**src/rtl/core/fcf_pkg.sv**
```systemverilog
// Package for the feedback comb filter: default parameters, field widths,
// register codes and the APB address width. No dependencies.

package fcf_pkg;

  localparam int DEF_MAX_DELAY    = 4096;
  localparam int DEF_SAMPLE_WIDTH = 24;

  // Q1.16 gain
  localparam int GAIN_WIDTH = 18;
  localparam int GAIN_ONE   = 65536;
  localparam int FRAC_BITS  = 16;

  // width of the delay_length register field
  localparam int DELAY_CFG_WIDTH = 13;

  // APB: two registers at byte addresses 0 and 4
  localparam int APB_AW = 3;
  localparam int APB_DW = 32;

  // register index, taken from paddr[2]
  localparam logic REG_GAIN  = 1'b0;
  localparam logic REG_DELAY = 1'b1;

endpackage

```
**src/rtl/core/fcf_cfg.sv**
```systemverilog
// APB register block of the comb filter: gain and delay length, with
// clamping on write and a store clear pulse on a delay write. Uses fcf_pkg.

module fcf_cfg
  import fcf_pkg::*;
#(
  parameter int MAX_DELAY = DEF_MAX_DELAY
) (
  input  logic                                clk,
  input  logic                                rst,
  input  logic                                psel,
  input  logic                                penable,
  input  logic                                pwrite,
  input  logic [APB_AW-1:0]                   paddr,
  input  logic [APB_DW-1:0]                   pwdata,
  output logic [APB_DW-1:0]                   prdata,
  output logic                                pready,
  output logic signed [GAIN_WIDTH-1:0]        gain,
  output logic [$clog2(MAX_DELAY+1)-1:0]      delay_len,
  output logic                                store_clear
);

  localparam int LW = $clog2(MAX_DELAY + 1);
  localparam logic signed [GAIN_WIDTH-1:0] GMAX = GAIN_WIDTH'(GAIN_ONE);
  localparam logic signed [GAIN_WIDTH-1:0] GMIN = -GMAX;

  logic                         wr;
  logic                         idx;
  logic signed [GAIN_WIDTH-1:0] wgain;
  logic [31:0]                  wdelay;
  logic signed [GAIN_WIDTH-1:0] gain_next;
  logic [LW-1:0]                delay_len_next;

  assign pready = 1'b1;
  assign idx    = paddr[2];
  assign wr     = psel && penable && pwrite && pready;
  assign store_clear = wr && (idx == REG_DELAY);

  assign wgain  = $signed(pwdata[GAIN_WIDTH-1:0]);
  assign wdelay = 32'(pwdata[DELAY_CFG_WIDTH-1:0]);

  always_comb begin
    if (wgain > GMAX) begin
      gain_next = GMAX;
    end else if (wgain < GMIN) begin
      gain_next = GMIN;
    end else begin
      gain_next = wgain;
    end
    // zero acts as one, anything past the store acts as full length
    if (wdelay == 32'd0) begin
      delay_len_next = LW'(1);
    end else if (wdelay > 32'(MAX_DELAY)) begin
      delay_len_next = LW'(MAX_DELAY);
    end else begin
      delay_len_next = LW'(wdelay);
    end
  end

  always_ff @(posedge clk) begin
    if (rst) begin
      gain      <= '0;
      delay_len <= LW'(1);
    end else if (wr) begin
      case (idx)
        REG_GAIN:  gain      <= gain_next;
        REG_DELAY: delay_len <= delay_len_next;
        default:   gain      <= gain;
      endcase
    end
  end

  always_comb begin
    case (idx)
      REG_GAIN:  prdata = APB_DW'(gain);
      REG_DELAY: prdata = APB_DW'(delay_len);
      default:   prdata = '0;
    endcase
  end

endmodule

```
**config.mk**
```make
export PLATFORM = sky130hd
export DESIGN_NAME = fcf_cfg
export DESIGN_NICKNAME = d
export VERILOG_FILES = /design/src/rtl/core/fcf_pkg.sv /design/src/rtl/core/fcf_cfg.sv
export SDC_FILE = /design/constraint.sdc
export NUM_CORES = 1
export LEC_CHECK = 0
export ABC_AREA = 0
export BUFFER_PORTS_ARGS = -buffer_cell sky130_fd_sc_hd__buf_2
export CAP_MARGIN = 15
export CORE_MARGIN = 4
export CORE_UTILIZATION = 42
export DETAILED_ROUTE_END_ITERATION = 10
export GPL_TIMING_DRIVEN = 0
export PLACE_DENSITY = 0.89
export SYNTH_ARGS = -nofsm -noshare
export SYNTH_HDL_FRONTEND = slang
export SYNTH_SLANG_ARGS = --single-unit
```
**constraint.sdc**
```tcl
create_clock -name clk -period 1.9 [get_ports clk]
set_clock_uncertainty 0.05 [all_clocks]
set_input_delay 0.19 -clock clk [delete_from_list [all_inputs] [get_ports clk]]
set_output_delay 0.19 -clock clk [all_outputs]
set_load 0.02 [all_outputs]
```
# --- Word-level counts from Yosys, hierarchy flattened ---
# Index checks and enable logic that the tools add are counted.
word_totals:
  ff_bits: 31
  input_bits: 40
  wordCells: 17
op_classes:
  n_lt_le_gt_ge: 3
  muxes: 5
  bitwise: 1
  reduce_logical: 6
op_table:
  columns: ["op", "n"]
  rows:
  - ["case mux 32 bit (2 select lines)", 1]
  - ["two-way mux 18 bit", 2]
  - ["logical NOT 32 bit", 1]
  - ["two-way mux 13 bit", 2]
  - ["> comparator 18 bit, second input constant", 1]
  - ["< comparator 18 x 17 -> 1 bit, second input constant", 1]
  - ["> comparator 13 bit, second input constant", 1]
  - ["AND reduction 2 bit", 2]
  - ["logical AND 1 bit", 3]
  - ["inverter 1 bit", 1]

# --- Depth between registers and ports, before layout ---
# Gate-level depths: netlist of run 1.
depth:
  ltp_word: 3
  depth_mapped: 5
  ltp_nobuf: 4

# --- Worst setup path before layout of run 1 ---
# No wires, ideal clock.
synth_path:
  path_type: "input -> output"
  start: "input paddr[2]"
  end: "output prdata[18]"
  t_arrival_ns: 1.578
  required_ns: 1.660
  path_slack_ns: 0.082
  path_stages: 4
  n_path_buf: 3
  cell_sequence: "buf_4 buf_2 nor2b_1 buf_4"
synth_between:
  elab_chain_len: 2
synth_lines:
  columns: ["element", "line", "text"]
  rows:
  - ["start, declared", "fcf_cfg.sv:14", "input logic [APB_AW-1:0] paddr,"]
  - ["inverter 1 bit", null, null]
  - ["case mux 32 bit (2 select lines) (*)", "fcf_cfg.sv:74", "case (idx)"]
  - ["end, declared", "fcf_cfg.sv:16", "output logic [APB_DW-1:0] prdata,"]
# Every way passes the cells marked *; elsewhere a longest branch is shown, timed or not.

# --- Final worst setup path of run 1 ---
layout_path:
  start: "input paddr[2]"
  end: "output prdata[19]"
# The elaborated chain is that of the path after synthesis.

==> qor.csv, run 1 <==
metric,value,unit
crit end category,output port,
Post-Synth Adder-Cell Area,0,%
worst hold stages,3,
synthesized cell area,1610,um^2
Synth Area in Simple Gates,25.6,%
HPWL Detailed,3480,um
most common cell in the netlist,dfxtp_1,
relative slew slack,52.5,%
fin cells,323,
post-route cell area,2200,um^2
top_reg_cell synth,dfxtp_1,
Synth area leaders,"dfxtp_1, mux2_1, buf_4",
Worst Min Path Start,pwdata[15],
CP Launch Type,primary input,
CTS max path bufs,2,
Inserted Diodes,0,
Buffers on Ports,87,
Rows,22,
total power,1.38,mW
Ports,105,
DRT antenna net count,0,
H-Tree Level Count,2,
Nets,315,
clock root buffer,clkbuf_8,
setup TNS,0,ns
Num CTS Buffers,5,
Post-Place Worst Slack,-0.120,ns
CTS clock-pin slew for the worst setup and hold paths,0.06,ns
crit path kind,in2out,
placed cell count,316,
TritonCTS clock tree,yes,
RD Place Congestion,0.844,
synthesized area per cell,8.92,um^2
DR pass1 iterations,4,
Synth async-reset ratio,0,%
worst IR drop on VDD,412,uV
overall routing resource usage,18.7,%
WHS,0.108,ns
first-pass GRT wire length,7560,um
worst hold path class,in2reg,
largest net degree at the start of global routing,16,
max-slew violations,0,
largest family of logic cells by synthesized area,simple AND/OR/NAND/NOR gates,
CP max FO,15,
initial antenna violation count,0,
vias per inst,4.96,
hold buffer count at CTS,0,
Seq cells post-synth,31,
DR vias,1603,
Netlist cell types,29,
status,finished clean,
Achievable Freq,581,MHz
Clock Sinks,31,
P&R area growth vs syn,36.3,%
RSZ-0062 raised after global routing,no,
mux cell area share after synthesis,9.07,%
xor/xnor share of the synthesized area,1.01,%
"EDFF count, synth",0,
crit share post-route,90.6,%
power per cell area,627,nW/um^2
Placed Instance Area,2110,um^2
worst path required time,1.66,ns
Initial DRC Count,58,
Core Footprint,3690,um^2
vias in the first global route,1596,
worst r2r path cells,2,
Synth Warn #,0,
WHS Endpoint,gain[15],
R2R Setup Slk,1.16,ns
DRC Markers,0,
total grt overflow,0,
reg2reg start,delay_len[0],
Synthesized Nets,221,
"Setup violations, final",0,
register area share after synthesis,38.4,%
Tmin final,1.72,ns
CP arrival,1.48,ns
top cell type by total area after synthesis,dfxtp_1,
WL per Instance,13.9,um
die area,4900,um^2
Routed WL,4480,um
max_cap viols,0,
Synth top area share,38.4,%
fraction of layout cells with a size suffix above 1,50.2,%
Initial Util,43.8,%
reg2reg end,delay_len[0],
utilization after layout,59.6,%
"Clk Latency, worst-skew pair",0.28,ns
slew of the pin with the lowest slew margin,0.712,ns
Die Wd,70.0,um
Final WS setup,0.179,ns
Leak,1.08,nW
Synth top cells by count,"dfxtp_1, nand2_1, a21oi_1, buf_4, nand3_1",
compound-cell area share of the yosys netlist,12.7,%
cell count after synthesis,181,
final hold vios,0,
die height,70.0,um
[flip-flops by register name (all words and copies together), names as in the netlist]
name and flops:
gain 18, delay_len 13
[cell usage in the layout (no fill, tap or decap), types with 2 or more instances in the layout]
master	instances
a21oi_1	21
a21oi_2	8
buf_2	88
buf_4	18
buf_6	2
clkbuf_1	5
clkbuf_8	6
dfxtp_1	31
mux2_1	13
nand2_1	30
nand3_1	18
nand3_2	8
nand3b_1	2
nor2b_1	4
nor4_1	3
o21ai_1	2
[repair_timing]
item,CTS,global route
gates resized for setup,1,0
hold endpoints to repair,0,0
setup endpoints to repair,15,0
buffers inserted,0,0
[critical path: stages]
cell	delay (ns)
buf_2	0.11
buf_4	0.19
buf_2	0.21
nor2b_2	0.43
buf_4	0.19
buf_2	0.16
[final cells by class]
class | count | area, um^2
clock buffer | 6 | 82.6
buffer | 27 | 201
clock inverter | 1 | 5.00
timing repair buffer | 87 | 435
fill | 348 | 1490
tap | 48 | 60.1
multi-input combinational | 121 | 787
sequential | 31 | 621
inverter | 2 | 7.51
[kinds of logic (layout without fill, tap and decap cells)]
group,after synthesis,in the layout
buffers and inverters,29,123
multiplexers,13,13
XOR/XNOR,1,1
other,1,1
AND/OR/NAND/NOR,72,72
flip-flops,31,31
AO/OA/AOI/OAI,34,34
[power breakdown]
group	switching (mW)	leakage, nW	internal, mW
sequential	0.00708	0.250	0.660
clock	0.234	0.0470	0.284
combinational	0.124	0.783	0.0708
total	0.365	1.08	1.01
[routing by layer]
metal / vias up / wire length (um) / global-route usage (%)
li1: 798 / - / -
met1: 728 / 1930 / 22.6
met2: 71 / 2020 / 30.5
met3: 6 / 502 / 7.91
met4: 0 / 32 / 4.89
met5: - / 0 / 0
[worst max path at each step]
stage                   from         end
floorplan           paddr[2]  prdata[18]
global placement    paddr[2]  prdata[19]
detailed placement  paddr[2]  prdata[19]
CTS                 paddr[2]  prdata[19]
global route        paddr[2]  prdata[19]
finish              paddr[2]  prdata[19]
Note: power is estimated with default switching activity, not from simulation.
==> run 2: changes to the inputs <==
--- a/config.mk
+++ b/config.mk
@@ -6,7 +6,7 @@
 export NUM_CORES = 1
 export LEC_CHECK = 0
 export ABC_AREA = 0
-export BUFFER_PORTS_ARGS = -buffer_cell sky130_fd_sc_hd__buf_2
+export BUFFER_PORTS_ARGS = -buffer_cell sky130_fd_sc_hd__buf_4
 export CAP_MARGIN = 15
 export CORE_MARGIN = 4
 export CORE_UTILIZATION = 42
==> run 2 against run 1 <==
Against the previous run: critical path depth stayed put; highest routed layer unchanged; wire length is 2.8% higher; fmax is 0.67% lower; critical path type unchanged.
==> qor.csv, run 2 (synthesis results as in run 1) <==
metric,value,unit,change
status,finished clean,,
met2 routed WL,2050,um,+1.5%
H-Tree Level Count,2,,unchanged
Clock Sinks,31,,unchanged
WL per Instance,14.2,um,+2.5%
worst hold path class,in2reg,,
CP max FO,15,,unchanged
vias per inst,5.03,,+1.4%
final hold vios,0,,unchanged
most frequent cells in the layout,"buf_4, dfxtp_1, nand2_1",,
DR pass1 iterations,4,,unchanged
"Setup violations, final",0,,unchanged
Leak,1.10,nW,+1.9%
largest net degree at the start of global routing,16,,unchanged
CP Launch Type,primary input,,
Ports,105,,unchanged
power per cell area,602,nW/um^2,-4.1%
Routed WL,4610,um,+2.8%
Nets,315,,unchanged
reg2reg end,delay_len[9],,
Crit path max-delay family,buffers and inverters,,
Critical path buffers and inverters,5,,unchanged
worst r2r path cells,2,,unchanged
Die Wd,70.0,um,unchanged
crit end category,output port,,
worst IR drop on VDD,496,uV,+20%
overall routing resource usage,19.2,%,+0.49 points
max-slew violations,0,,unchanged
"Cell Chain, Critical Path","buf_4, buf_4, buf_2, nor2b_2, buf_4, buf_4",,
initial antenna violation count,0,,unchanged
relative slew slack,55.1,%,+2.6 points
reg2reg start,delay_len[9],,
"most used cell, CP",buf_4,,
total grt overflow,0,,unchanged
Core Footprint,3690,um^2,unchanged
WL met1,1940,um,+0.26%
RSZ-0062 raised after global routing,no,,
Initial DRC Count,56,,-3.4%
Met3 Wirelength,554,um,+10%
clock root buffer,clkbuf_8,,
die height,70.0,um,unchanged
highest routed layer,met4,,
Placed Instance Area,2330,um^2,+10%
DRT antenna net count,0,,unchanged
crit share post-route,91.2,%,+0.61 points
crit path kind,in2out,,
R2R Setup Slk,1.20,ns,+0.04 ns
DRC Markers,0,,unchanged
crit path from,paddr[2],,
DR vias,1630,,+1.7%
Inserted Diodes,0,,unchanged
Tmin final,1.73,ns,+0.0116 ns
Initial Util,43.8,%,unchanged
post-route cell area,2430,um^2,+10%
number of cells on the critical path,6,,unchanged
TritonCTS clock tree,yes,,
fraction of layout cells with a size suffix above 1,50.0,%,-0.18 points
"Clk Latency, worst-skew pair",0.28,ns,about the same
Setup Buffers After CTS,0,,unchanged
worst path required time,1.66,ns,about the same
Achievable Freq,577,MHz,-0.67%
P&R area growth vs syn,50.5,%,
Worst Min Path Start,pwdata[13],,
WHS,0.108,ns,+0.0000360 ns
register with the most flip-flops,gain,,
slowest CP cell,nor2b_2,,
CP arrival,1.49,ns,about the same
max_cap viols,0,,unchanged
first-pass GRT wire length,7590,um,+0.37%
crit path to,prdata[18],,
slew of the pin with the lowest slew margin,0.673,ns,-0.0395 ns
Buffers on Ports,87,,unchanged
Num CTS Buffers,5,,unchanged
vias in the first global route,1534,,-3.9%
critical path's largest stage delay,0.46,ns,+0.03 ns
RD Place Congestion,0.847,,+0.39%
"most common cell after layout, fill and taps aside",buf_4,,
max FFs per register,18,,unchanged
Rows,22,,unchanged
die area,4900,um^2,unchanged
Largest regs,"gain: 18 flops, delay_len: 13 flops",,
HPWL Detailed,3540,um,+1.7%
CTS clock-pin slew for the worst setup and hold paths,0.06,ns,about the same
CTS max path bufs,2,,unchanged
## run 2: area by class of cell
cell class | count | area, um^2
Fill cell | 323 | 1260
Multi-Input combinational cell | 121 | 787
Timing Repair Buffer | 87 | 653
Sequential cell | 31 | 621
Buffer | 27 | 201
Clock buffer | 8 | 100
Tap cell | 48 | 60.1
Inverter | 2 | 7.51
## run 2: routing by layer
metal  vias up  track usage [%]
met1       744             24.2
met5         -                0
met3         7             6.91
met4         0             7.45
met2        80             29.7
li1        799                -
## run 2: per-stage QoR
stage | std cells | total power [mW] | setup slack (ns) | utilization [%] | setup TNS [ns]
2_1_floorplan | 181 | 0.794 | 0.0815 | - | 0
3_3_place_gp | 316 | 0.897 | -0.0673 | 63.1 | -0.907
3_5_place_dp | 316 | 0.902 | -0.149 | 63.1 | -2.07
4_1_cts | 324 | 1.47 | 0.136 | 65.9 | 0
5_1_grt | 324 | 1.51 | 0.0533 | 65.9 | 0
6_report | 324 | 1.46 | 0.167 | 65.9 | 0
## run 2: worst register-to-register path, stage by stage, from the launching register on
cell and delay (ns):
dfxtp_1 0.37, nand2_1 0.08, a21oi_1 0.13
## run 2: power by group
group          switching [mW]  total (mW)  internal (mW)
Sequential            0.00741       0.667          0.660
Combinational           0.124       0.219         0.0954
Clock                   0.246       0.576          0.330
## run 2: what timing repair did
action                     in CTS  in global routing
hold buffers                    0                  0
resized for setup               1                  0
setup endpoints to repair      15                  0
## run 2: how the worst min path moves through the flow
stage	end	slack [ns]	cells past startpoint
after floorplan	gain[17]	0.28	2
after global placement	gain[15]	0.40	3
after detailed placement	gain[13]	0.40	3
after CTS	gain[13]	0.10	3
after global routing	gain[15]	0.11	3
final	gain[13]	0.11	3
