==> src/rtl/core/fcf_pkg.sv <==
// Package for the feedback comb filter: default parameters, field widths,
// register codes and the APB address width. No dependencies.

package fcf_pkg;

  localparam int DEF_MAX_DELAY    = 4096;
  localparam int DEF_SAMPLE_WIDTH = 24;

  // Q1.16 gain
  localparam int GAIN_WIDTH = 18;
  localparam int GAIN_ONE   = 65536;
  localparam int FRAC_BITS  = 16;

  // width of the delay_length register field
  localparam int DELAY_CFG_WIDTH = 13;

  // APB: two registers at byte addresses 0 and 4
  localparam int APB_AW = 3;
  localparam int APB_DW = 32;

  // register index, taken from paddr[2]
  localparam logic REG_GAIN  = 1'b0;
  localparam logic REG_DELAY = 1'b1;

endpackage

==> src/rtl/core/fcf_mac.sv <==
// Output stage arithmetic: floor of the Q1.16 feedback product, add of the
// input sample and saturation to the sample range. Uses fcf_pkg.

module fcf_mac
  import fcf_pkg::*;
#(
  parameter int SAMPLE_WIDTH = DEF_SAMPLE_WIDTH
) (
  input  logic signed [SAMPLE_WIDTH-1:0]            x,
  input  logic signed [SAMPLE_WIDTH+GAIN_WIDTH-1:0] prod,
  output logic signed [SAMPLE_WIDTH-1:0]            y
);

  localparam int PW   = SAMPLE_WIDTH + GAIN_WIDTH;
  localparam int SUMW = PW + 1;
  localparam logic signed [SUMW-1:0] SMAX = SUMW'((64'sd1 <<< (SAMPLE_WIDTH - 1)) - 64'sd1);
  localparam logic signed [SUMW-1:0] SMIN = -SMAX - SUMW'(1);

  logic signed [PW-1:0]   fb;
  logic signed [SUMW-1:0] sum;

  // arithmetic shift rounds toward negative infinity
  assign fb  = prod >>> FRAC_BITS;
  assign sum = SUMW'(x) + SUMW'(fb);

  always_comb begin
    if (sum > SMAX) begin
      y = SMAX[SAMPLE_WIDTH-1:0];
    end else if (sum < SMIN) begin
      y = SMIN[SAMPLE_WIDTH-1:0];
    end else begin
      y = sum[SAMPLE_WIDTH-1:0];
    end
  end

endmodule

==> config.mk <==
export PLATFORM = sky130hd
export DESIGN_NAME = fcf_mac
export DESIGN_NICKNAME = d
export VERILOG_FILES = /design/src/rtl/core/fcf_pkg.sv /design/src/rtl/core/fcf_mac.sv
export SDC_FILE = /design/constraint.sdc
export NUM_CORES = 1
export LEC_CHECK = 0
export BUFFER_PORTS_ARGS = -buffer_cell sky130_fd_sc_hd__buf_4
export CAP_MARGIN = 20
export CORE_UTILIZATION = 43
export DETAILED_ROUTE_END_ITERATION = 6
export MAX_ROUTING_LAYER = met4
export PLACE_DENSITY = 0.89
export SLEW_MARGIN = 20
export SYNTH_ARGS = -nofsm -noshare
export SYNTH_HDL_FRONTEND = slang
export SYNTH_SLANG_ARGS = --single-unit
==> constraint.sdc <==
create_clock -name vclk -period 3.8
set_input_delay 0.76 -clock vclk [all_inputs]
set_output_delay 0.76 -clock vclk [all_outputs]
set_load 0.01 [all_outputs]
After elaboration in Yosys (flattened, before gate mapping)
Index checks and enable logic that the tools add are counted.

$lt $le $gt $ge: 2. Multiplexer cells: 2. Add/subtract/negate cells: 1.

Operators with widths (count): $mux W24 (2); $add A24 B26 Y27 (1); $gt A27 B24 Y1 const B (1); $lt A27 B24 Y1 const B (1).

Word-level logic and storage cells: 5. Flip-flop bits (word level): 0.

Logic depth before layout (Yosys ltp)
Gate-level depths: netlist of the first run.

Word-level depth: 4. Gate-level depth with buffers: 12.

Worst setup path before layout of the first run
OpenSTA, ideal clock, no wires.

Path kind: input to output. From: input port x[0]. To: output port y[3]. Stages on the path: 12. Path buffers: 1. Path slack: 20 ps. Data arrival time: 3020 ps. Data required time: 3040 ps. Cell sequence: ha_1 -> inv_1 -> fa_1 -> nor2b_1 -> o2111a_1 -> o2111ai_1 -> a21oi_1 -> o21ai_0 -> a31oi_1 -> o31ai_4 -> buf_6 -> o21ai_0.

Cells in the longest elaborated chain, start to end: 4.

RTL lines: from (decl) (RTL line fcf_mac.sv:9) `input logic signed [SAMPLE_WIDTH-1:0] x,`; $add A24 B26 Y27 (*) (RTL line fcf_mac.sv:24) `assign sum = SUMW'(x) + SUMW'(fb);`; $lt A27 B24 Y1 (RTL line fcf_mac.sv:29) `end else if (sum < SMIN) begin`; $mux W24 (RTL line fcf_mac.sv:29); $mux W24 (*) (RTL line fcf_mac.sv:27) `if (sum > SMAX) begin`; to (decl) (RTL line fcf_mac.sv:11) `output logic signed [SAMPLE_WIDTH-1:0] y`.

Mark *: on every way between the ends. The rest lies on a longest branch, timed or not.

Final worst setup path of the first run
From: input port x[10]. To: output port y[12].

Same word-level chain as after synthesis.

==> flow_summary.json, run 1 <==
{
  "grt_pass1_wl_um": 10900,
  "finalPower_uw": 776,
  "layout-drive-gt1-share_pct": 56.6,
  "min_period_ps": 4000,
  "layout_common_cells": "117 x buf_4, 25 x buf_6, 22 x a21oi_1, 22 x o21ai_2, 17 x nand2_1",
  "final_common_cell": "buf_4",
  "grt_use_met2_pct": 63.0,
  "grtUsageMet1_pct": 34.2,
  "antenna_found_initial": 0,
  "clockBufferCount": 0,
  "final_max_slew_viol_count": 0,
  "worst_hold_path_type": "in -> out",
  "timing.slew.headroom_pct": 64.2,
  "status": "complete, but fails checks",
  "syn_area_um2": 1670,
  "die_h_um": 64.4,
  "path_class": "in -> out",
  "diodes": 0,
  "syn_inst": 231,
  "fin_crit_sh_pct": 105,
  "nNetsFinal": 457,
  "fp.dieArea_um2": 4140,
  "die_x_um": 64.4,
  "yosysTopAreaCell": "ha_1",
  "maxCapViolations": 0,
  "rsz0062_at_grt": "true",
  "busiest_layer": "met2",
  "placed_area_um2": 2650,
  "fmax_mhz": 250,
  "p_per_area_nw_per_um2": 247,
  "arrival_ps": 3240,
  "cp_max_fo": 7,
  "seq_cells": 0,
  "cp.required_ps": 3040,
  "place_ws_ps": -267,
  "finalHoldViolCount": 0,
  "yosys.area.top_type_share_pct": 19.4,
  "drt_iter0_markers": 214,
  "std_cell_rows": 22,
  "tightest_slew_ps": 531,
  "setup_viol": 23,
  "peakVddDrop_mv": 0.159,
  "p_leak_uw": 0.00141,
  "dpl.hpwl_um": 4620,
  "use_met3_pct": 3.04,
  "synth_area_per_cell_um2": 7.24,
  "synth_cell_type_count": 45,
  "synth_nets": 324,
  "grt_use_total_pct": 33.9,
  "hold_buffers": 0,
  "stdcell_count": 410,
  "violations": "negative setup slack",
  "vias_per_cell": 6.13,
  "post_drt_wl_per_cell_um": 18.1,
  "grt_start_max_net_pins": 10,
  "io_buffer_count": 74,
  "vias": 2514,
  "io_pins": 90,
  "postRouteAntennaNets": 0,
  "start_util_pct": 45.4,
  "regArea_um2": 0,
  "dr.pass1.iters": 6,
  "grt_pass1_vias": 2456,
  "drcViolationCount": 0,
  "area_delta_synth_final_pct": 87.8,
  "grt.overflow.total": 0,
  "ys_seq_area_share_pct": 0,
  "timing.final.ws_setup_ps": -204,
  "design_area_um2": 3140,
  "gp_congestion": 0.934,
  "worst_setup_path_start_kind": "input port",
  "synthTopCellsByArea": "ha_1 19%, o21ai_2 8.4%, a21oi_1 7.8%",
  "yosysWarningCount": 0,
  "dp_cells": 398,
  "routed_wl_um": 7430,
  "end_kind": "primary output",
  "coreArea_um2": 3690
}
-- per-layer routing --
layer / vias up / wire length (um)
met2: 200 / 3720
met3: 67 / 608
met1: 1123 / 2590
li1: 1124 / -
met4: 0 / 518
met5: - / 0
-- final cells by class --
class,count,area [um2]
Timing Repair Buffer,144,1190
Tap cell,48,60.1
Fill cell,194,547
Multi-Input combinational cell,209,1850
Inverter,9,33.8
-- what timing repair did --
item,in CTS,in global routing
pin swaps,27,9
buffers inserted,10,2
gates resized for setup,57,23
endpoints found under the setup margin,23,23
-- synth_stat cells, types with 2 or more instances --
cell and instances:
o21a_1 3, buf_6 4, o211ai_1 2, a21o_1 5
nand3_1 3, o21ai_0 20, a31oi_1 5, nand4_1 5
o21ai_2 16, or2_2 2, and3_1 4, inv_1 9
nor3_1 6, a211oi_1 2, a21oi_1 26, xnor2_1 11
buf_2 4, nand2_1 18, xor2_1 10, nand2b_1 2
clkbuf_1 5, o21ai_1 8, ha_1 26, nor2b_1 5
nor2_1 9, a31oi_4 2
-- metrics by stage --
| step | util (%) | setup TNS (ps) | hold WS, ps |
|---|---|---|---|
| after floorplan | - | 0 | 1820 |
| after global placement | 71.9 | -5040 | 1980 |
| after detailed placement | 71.9 | -5390 | 1970 |
| after CTS | 82.1 | -1440 | 1980 |
| after global routing | 85.2 | -6390 | 1990 |
| final | 85.2 | -3580 | 1960 |
-- cell families after synthesis --
logic type               synth area share (%)
XOR/XNOR                                 12.6
AO/OA/AOI/OAI                            42.7
buffers and inverters                    7.03
AND/OR/NAND/NOR                          16.4
multiplexers                            0.598
adder cells (fa/ha/maj)                  20.6
-- critical path, stage by stage --
cell	delay [ps]
buf_4	130
ha_4	310
buf_4	120
nand4_1	150
nor2b_2	200
a2111o_1	390
a21o_1	240
xnor2_4	250
a31oi_4	190
buf_6	190
o21ai_1	170
buf_4	150
-- power breakdown --
part	leakage (uW)	switching [uW]	total, uW	internal [uW]
Combinational	0.00141	382	776	394
Clock	0	0	0	0
Sequential	0	0	0	0
-- worst paths after layout --
kind,start,end,slack [ps],cells past startpoint
worst max-delay path,x[10],y[12],-200,12
worst min-delay path,prod[16],y[0],1960,5
Power figures use the tool's default switching activity.
==> inputs of run 2 (changes only) <==
--- a/config.mk
+++ b/config.mk
@@ -7,10 +7,10 @@
 export LEC_CHECK = 0
 export BUFFER_PORTS_ARGS = -buffer_cell sky130_fd_sc_hd__buf_4
 export CAP_MARGIN = 20
-export CORE_UTILIZATION = 43
+export CORE_UTILIZATION = 48
 export DETAILED_ROUTE_END_ITERATION = 6
 export MAX_ROUTING_LAYER = met4
-export PLACE_DENSITY = 0.89
+export PLACE_DENSITY = 0.94
 export SLEW_MARGIN = 20
 export SYNTH_ARGS = -nofsm -noshare
 export SYNTH_HDL_FRONTEND = slang
==> constraint.sdc (replaced) <==
create_clock -name vclk -period 4.1
set_input_delay 0.82 -clock vclk [all_inputs]
set_output_delay 0.82 -clock vclk [all_outputs]
set_load 0.01 [all_outputs]
==> flow_summary.json, run 2 (synthesis results as in run 1) <==
{
  "worst_hold_path_type": "in -> out",
  "fillers": 139,
  "fin_crit_sh_pct": 105,
  "regArea_um2": 0,
  "status": "complete, but fails checks",
  "coreArea_um2": 3340,
  "layout_common_cells": "100 x buf_4, 23 x o21ai_2, 21 x a21oi_1, 19 x buf_6, 17 x nand2_1",
  "dr.pass1.iters": 6,
  "whs_path_depth": 5,
  "area_delta_synth_final_pct": 75.0,
  "rsz0062_at_grt": "true",
  "gp_congestion": 0.911,
  "tightest_slew_ps": 414,
  "p_leak_uw": 0.00128,
  "multiInputGateArea_um2": 1870,
  "io_buffer_count": 74,
  "grt_pass1_wl_um": 8580,
  "dp_cells": 373,
  "fp.dieArea_um2": 3730,
  "io_pins": 90,
  "timing.slew.headroom_pct": 72.3,
  "post_drt_wl_per_cell_um": 19.8,
  "routed_wl_um": 7600,
  "met1Wirelength_um": 2920,
  "antenna_found_initial": 0,
  "setup_viol": 23,
  "nNetsFinal": 432,
  "path_class": "in -> out",
  "violations": "negative setup slack",
  "vias_per_cell": 6.62,
  "timing.final.ws_setup_ps": -191,
  "cp.required_ps": 3280,
  "highest_layer": "met4",
  "finalHoldViolCount": 0,
  "wl_met3_um": 651,
  "placed_area_um2": 2460,
  "grt_use_total_pct": 30.8,
  "final_max_slew_viol_count": 0,
  "die_x_um": 61.0,
  "arrival_ps": 3470,
  "seq_cells": 0,
  "min_period_ps": 4290,
  "grt.overflow.total": 0,
  "worst_setup_path_start_kind": "input port",
  "grt_start_max_net_pins": 9,
  "dpl.hpwl_um": 4180,
  "p_per_area_nw_per_um2": 246,
  "fmax_mhz": 233,
  "final_common_cell": "buf_4",
  "layout-drive-gt1-share_pct": 54.3,
  "end_kind": "primary output",
  "cp_max_fo": 7,
  "vias": 2534,
  "postRouteAntennaNets": 0,
  "design_area_um2": 2930,
  "drt_iter0_markers": 315,
  "grt_pass1_vias": 2007,
  "maxCapViolations": 0,
  "stdcell_count": 383,
  "drcViolationCount": 0,
  "diodes": 0,
  "place_ws_ps": -177,
  "peakVddDrop_mv": 0.118,
  "met2_length_um": 3550,
  "start_util_pct": 50.1,
  "die_h_um": 61.0,
  "hold_buffers": 0,
  "clockBufferCount": 0,
  "std_cell_rows": 21
}
run 2: stage by stage:
step	power, uW	hold WS, ps	TNS, ps	util [%]
after floorplan	328	1940	0	-
after global routing	755	2140	-7990	87.7
final	720	2100	-3820	87.7
after global placement	529	2080	-562	73.9
after CTS	594	2090	-1.21	78.5
after detailed placement	544	2090	-3560	73.9
run 2: power by group:
part           switching (uW)  internal, uW  total [uW]
combinational             368           353         720
sequential                  0             0           0
clock                       0             0           0
run 2: critical path, stage by stage:
cell and delay, ps:
buf_6 80, ha_4 130, inv_2 40, fa_2 410, nor2b_2 170, o2111a_1 310
o2111ai_2 150, a21oi_2 220, o21ai_2 100, o31a_1 150, buf_6 130, a31oi_4 340
buf_6 200, o21ai_2 70, buf_4 150
run 2: final cells by class:
cell class / count / share of cell area, %
multi-input combinational: 209 / 63.9
timing repair buffer: 119 / 32.9
tap: 46 / 1.97
inverter: 9 / 1.15
run 2: metal layers:
layer	GRT usage [%]	vias up
met3	2.52	74
met1	33.9	1147
met4	9.42	0
met5	-	-
li1	-	1077
met2	58.2	236
run 2: final timing paths:
path / from / to / slack (ps)
max: prod[16] / y[9] / -190
min: x[0] / y[0] / 2100
run 2: timing repair:
item,CTS,global route
setup buffers,6,2
pin swaps,5,38
gates resized for setup,24,58
endpoints found under the setup margin,23,23
gates cloned,2,0
==> inputs of run 3 (changes only) <==
--- a/config.mk
+++ b/config.mk
@@ -5,12 +5,15 @@
 export SDC_FILE = /design/constraint.sdc
 export NUM_CORES = 1
 export LEC_CHECK = 0
+export ABC_CLOCK_PERIOD_IN_PS = 4100
 export BUFFER_PORTS_ARGS = -buffer_cell sky130_fd_sc_hd__buf_4
 export CAP_MARGIN = 20
-export CORE_UTILIZATION = 48
+export CELL_PAD_IN_SITES_DETAIL_PLACEMENT = 0
+export CELL_PAD_IN_SITES_GLOBAL_PLACEMENT = 1
+export CORE_UTILIZATION = 32
 export DETAILED_ROUTE_END_ITERATION = 6
 export MAX_ROUTING_LAYER = met4
-export PLACE_DENSITY = 0.94
+export PLACE_DENSITY_LB_ADDON = 0.1
 export SLEW_MARGIN = 20
 export SYNTH_ARGS = -nofsm -noshare
 export SYNTH_HDL_FRONTEND = slang
==> flow_summary.json, run 3 (synthesis results as in run 1) <==
{
  "area_delta_synth_final_pct": 93.3,
  "coreArea_um2": 4880,
  "postRouteAntennaNets": 0,
  "fillers": 436,
  "vias": 2212,
  "grt_use_total_pct": 20.3,
  "start_util_pct": 34.3,
  "worst_hold_path_type": "in -> out",
  "startpoint": "prod[22]",
  "vias_per_cell": 5.13,
  "post_drt_wl_per_cell_um": 13.5,
  "critical_path_buf_inv_count": 5,
  "timing.slew.headroom_pct": 73.8,
  "status": "finished, final reports clean",
  "drcViolationCount": 0,
  "use_met3_pct": 0.407,
  "hold_ws_ps": 2080,
  "grtUsageMet1_pct": 25.0,
  "p_per_area_nw_per_um2": 227,
  "dp_cells": 422,
  "antenna_found_initial": 0,
  "fin_crit_sh_pct": 99.8,
  "hp-start": "x[0]",
  "die_x_um": 74.3,
  "nNetsFinal": 459,
  "path_class": "in -> out",
  "final_util_pct": 66.3,
  "maxCapViolations": 0,
  "stdcell_count": 431,
  "crit_slowest_cell": "a2111o_1",
  "die_h_um": 74.3,
  "path_cells": "buf_4 > ha_4 > a21oi_1 > o21ai_1 > buf_4 > a31oi_4 > a2111o_1 > a21o_1 > xnor2_4 > o31ai_4 > buf_6 > buf_6 > o31ai_4 > buf_4",
  "cpLargestDelayFamily": "compound AO/OA/AOI/OAI gates",
  "timing.final.ws_setup_ps": 9.90,
  "min_period_ps": 4090,
  "regArea_um2": 0,
  "grt_start_max_net_pins": 7,
  "worst_setup_path_start_kind": "input port",
  "layout_common_cells": "124 x buf_4, 20 x o21ai_2, 19 x buf_6, 17 x nand2_1, 17 x a21oi_1",
  "finalHoldViolCount": 0,
  "dr.pass1.iters": 4,
  "cp_max_fo": 5,
  "fmax_mhz": 244,
  "std_cell_rows": 25,
  "grt_pass1_vias": 2055,
  "busiest_layer": "met2",
  "tightest_slew_ps": 391,
  "gp_congestion": 0.854,
  "dpl.hpwl_um": 4420,
  "final_common_cell": "buf_4",
  "peakVddDrop_mv": 0.118,
  "grt_use_met2_pct": 38.6,
  "fp.dieArea_um2": 5520,
  "cp.required_ps": 3280,
  "routed_wl_um": 5810,
  "cp_common_cell": "buf_4",
  "drt_iter0_markers": 26,
  "rsz0062_at_grt": "true",
  "setup_viol": 0,
  "final_max_slew_viol_count": 0,
  "diodes": 0,
  "grt_pass1_wl_um": 8780,
  "place_ws_ps": -169,
  "io_pins": 90,
  "arrival_ps": 3270,
  "p_leak_uw": 0.00141,
  "hold_buffers": 0,
  "seq_cells": 0,
  "setup_tns_ps": 0,
  "clockBufferCount": 0,
  "layout-drive-gt1-share_pct": 58.8,
  "slowest_delay_ps": 440,
  "grt.overflow.total": 0,
  "end_kind": "primary output",
  "io_buffer_count": 74
}
==> run 3: changes by cell type in the layout (fill, tap and decap cells not counted), sizes merged <==
cell   previous run  this run
buf             119       145
a31oi             7         8
==> run 3: area by class of cell <==
type                            count  area, um2  share of cell area, %
Inverter                            9       33.8                   1.04
Multi-Input combinational cell    210       1930                   59.7
Tap cell                           67       83.8                   2.59
Timing Repair Buffer              145       1180                   36.6
==> run 3: per-stage QoR <==
step	instance area, um2	total power, uW
after detailed placement	2710	584
after global routing	3230	791
final	3230	736
after CTS	2940	662
after global placement	2710	581
after floorplan	1670	328
==> run 3: layer usage <==
metal  routed length, um  vias up
met4                  35        0
met5                   0        -
met3                 213        4
met1                2500     1020
li1                    -     1131
met2                3060       57
==> run 3: final timing paths <==
check,slack [ps],end,cells after the start
worst max-delay path,10,y[20],14
worst min-delay path,2080,y[0],5
==> run 3: what timing repair did <==
action,in CTS,in global routing
endpoints found under the setup margin,23,23
pin swaps,15,20
buffers inserted,4,3
gates resized for setup,40,46
gates cloned,3,0
==> run 3: report_power, final <==
group / total [uW] / internal, uW / switching [uW]
registers: 0 / 0 / 0
logic: 736 / 390 / 346
clock network: 0 / 0 / 0
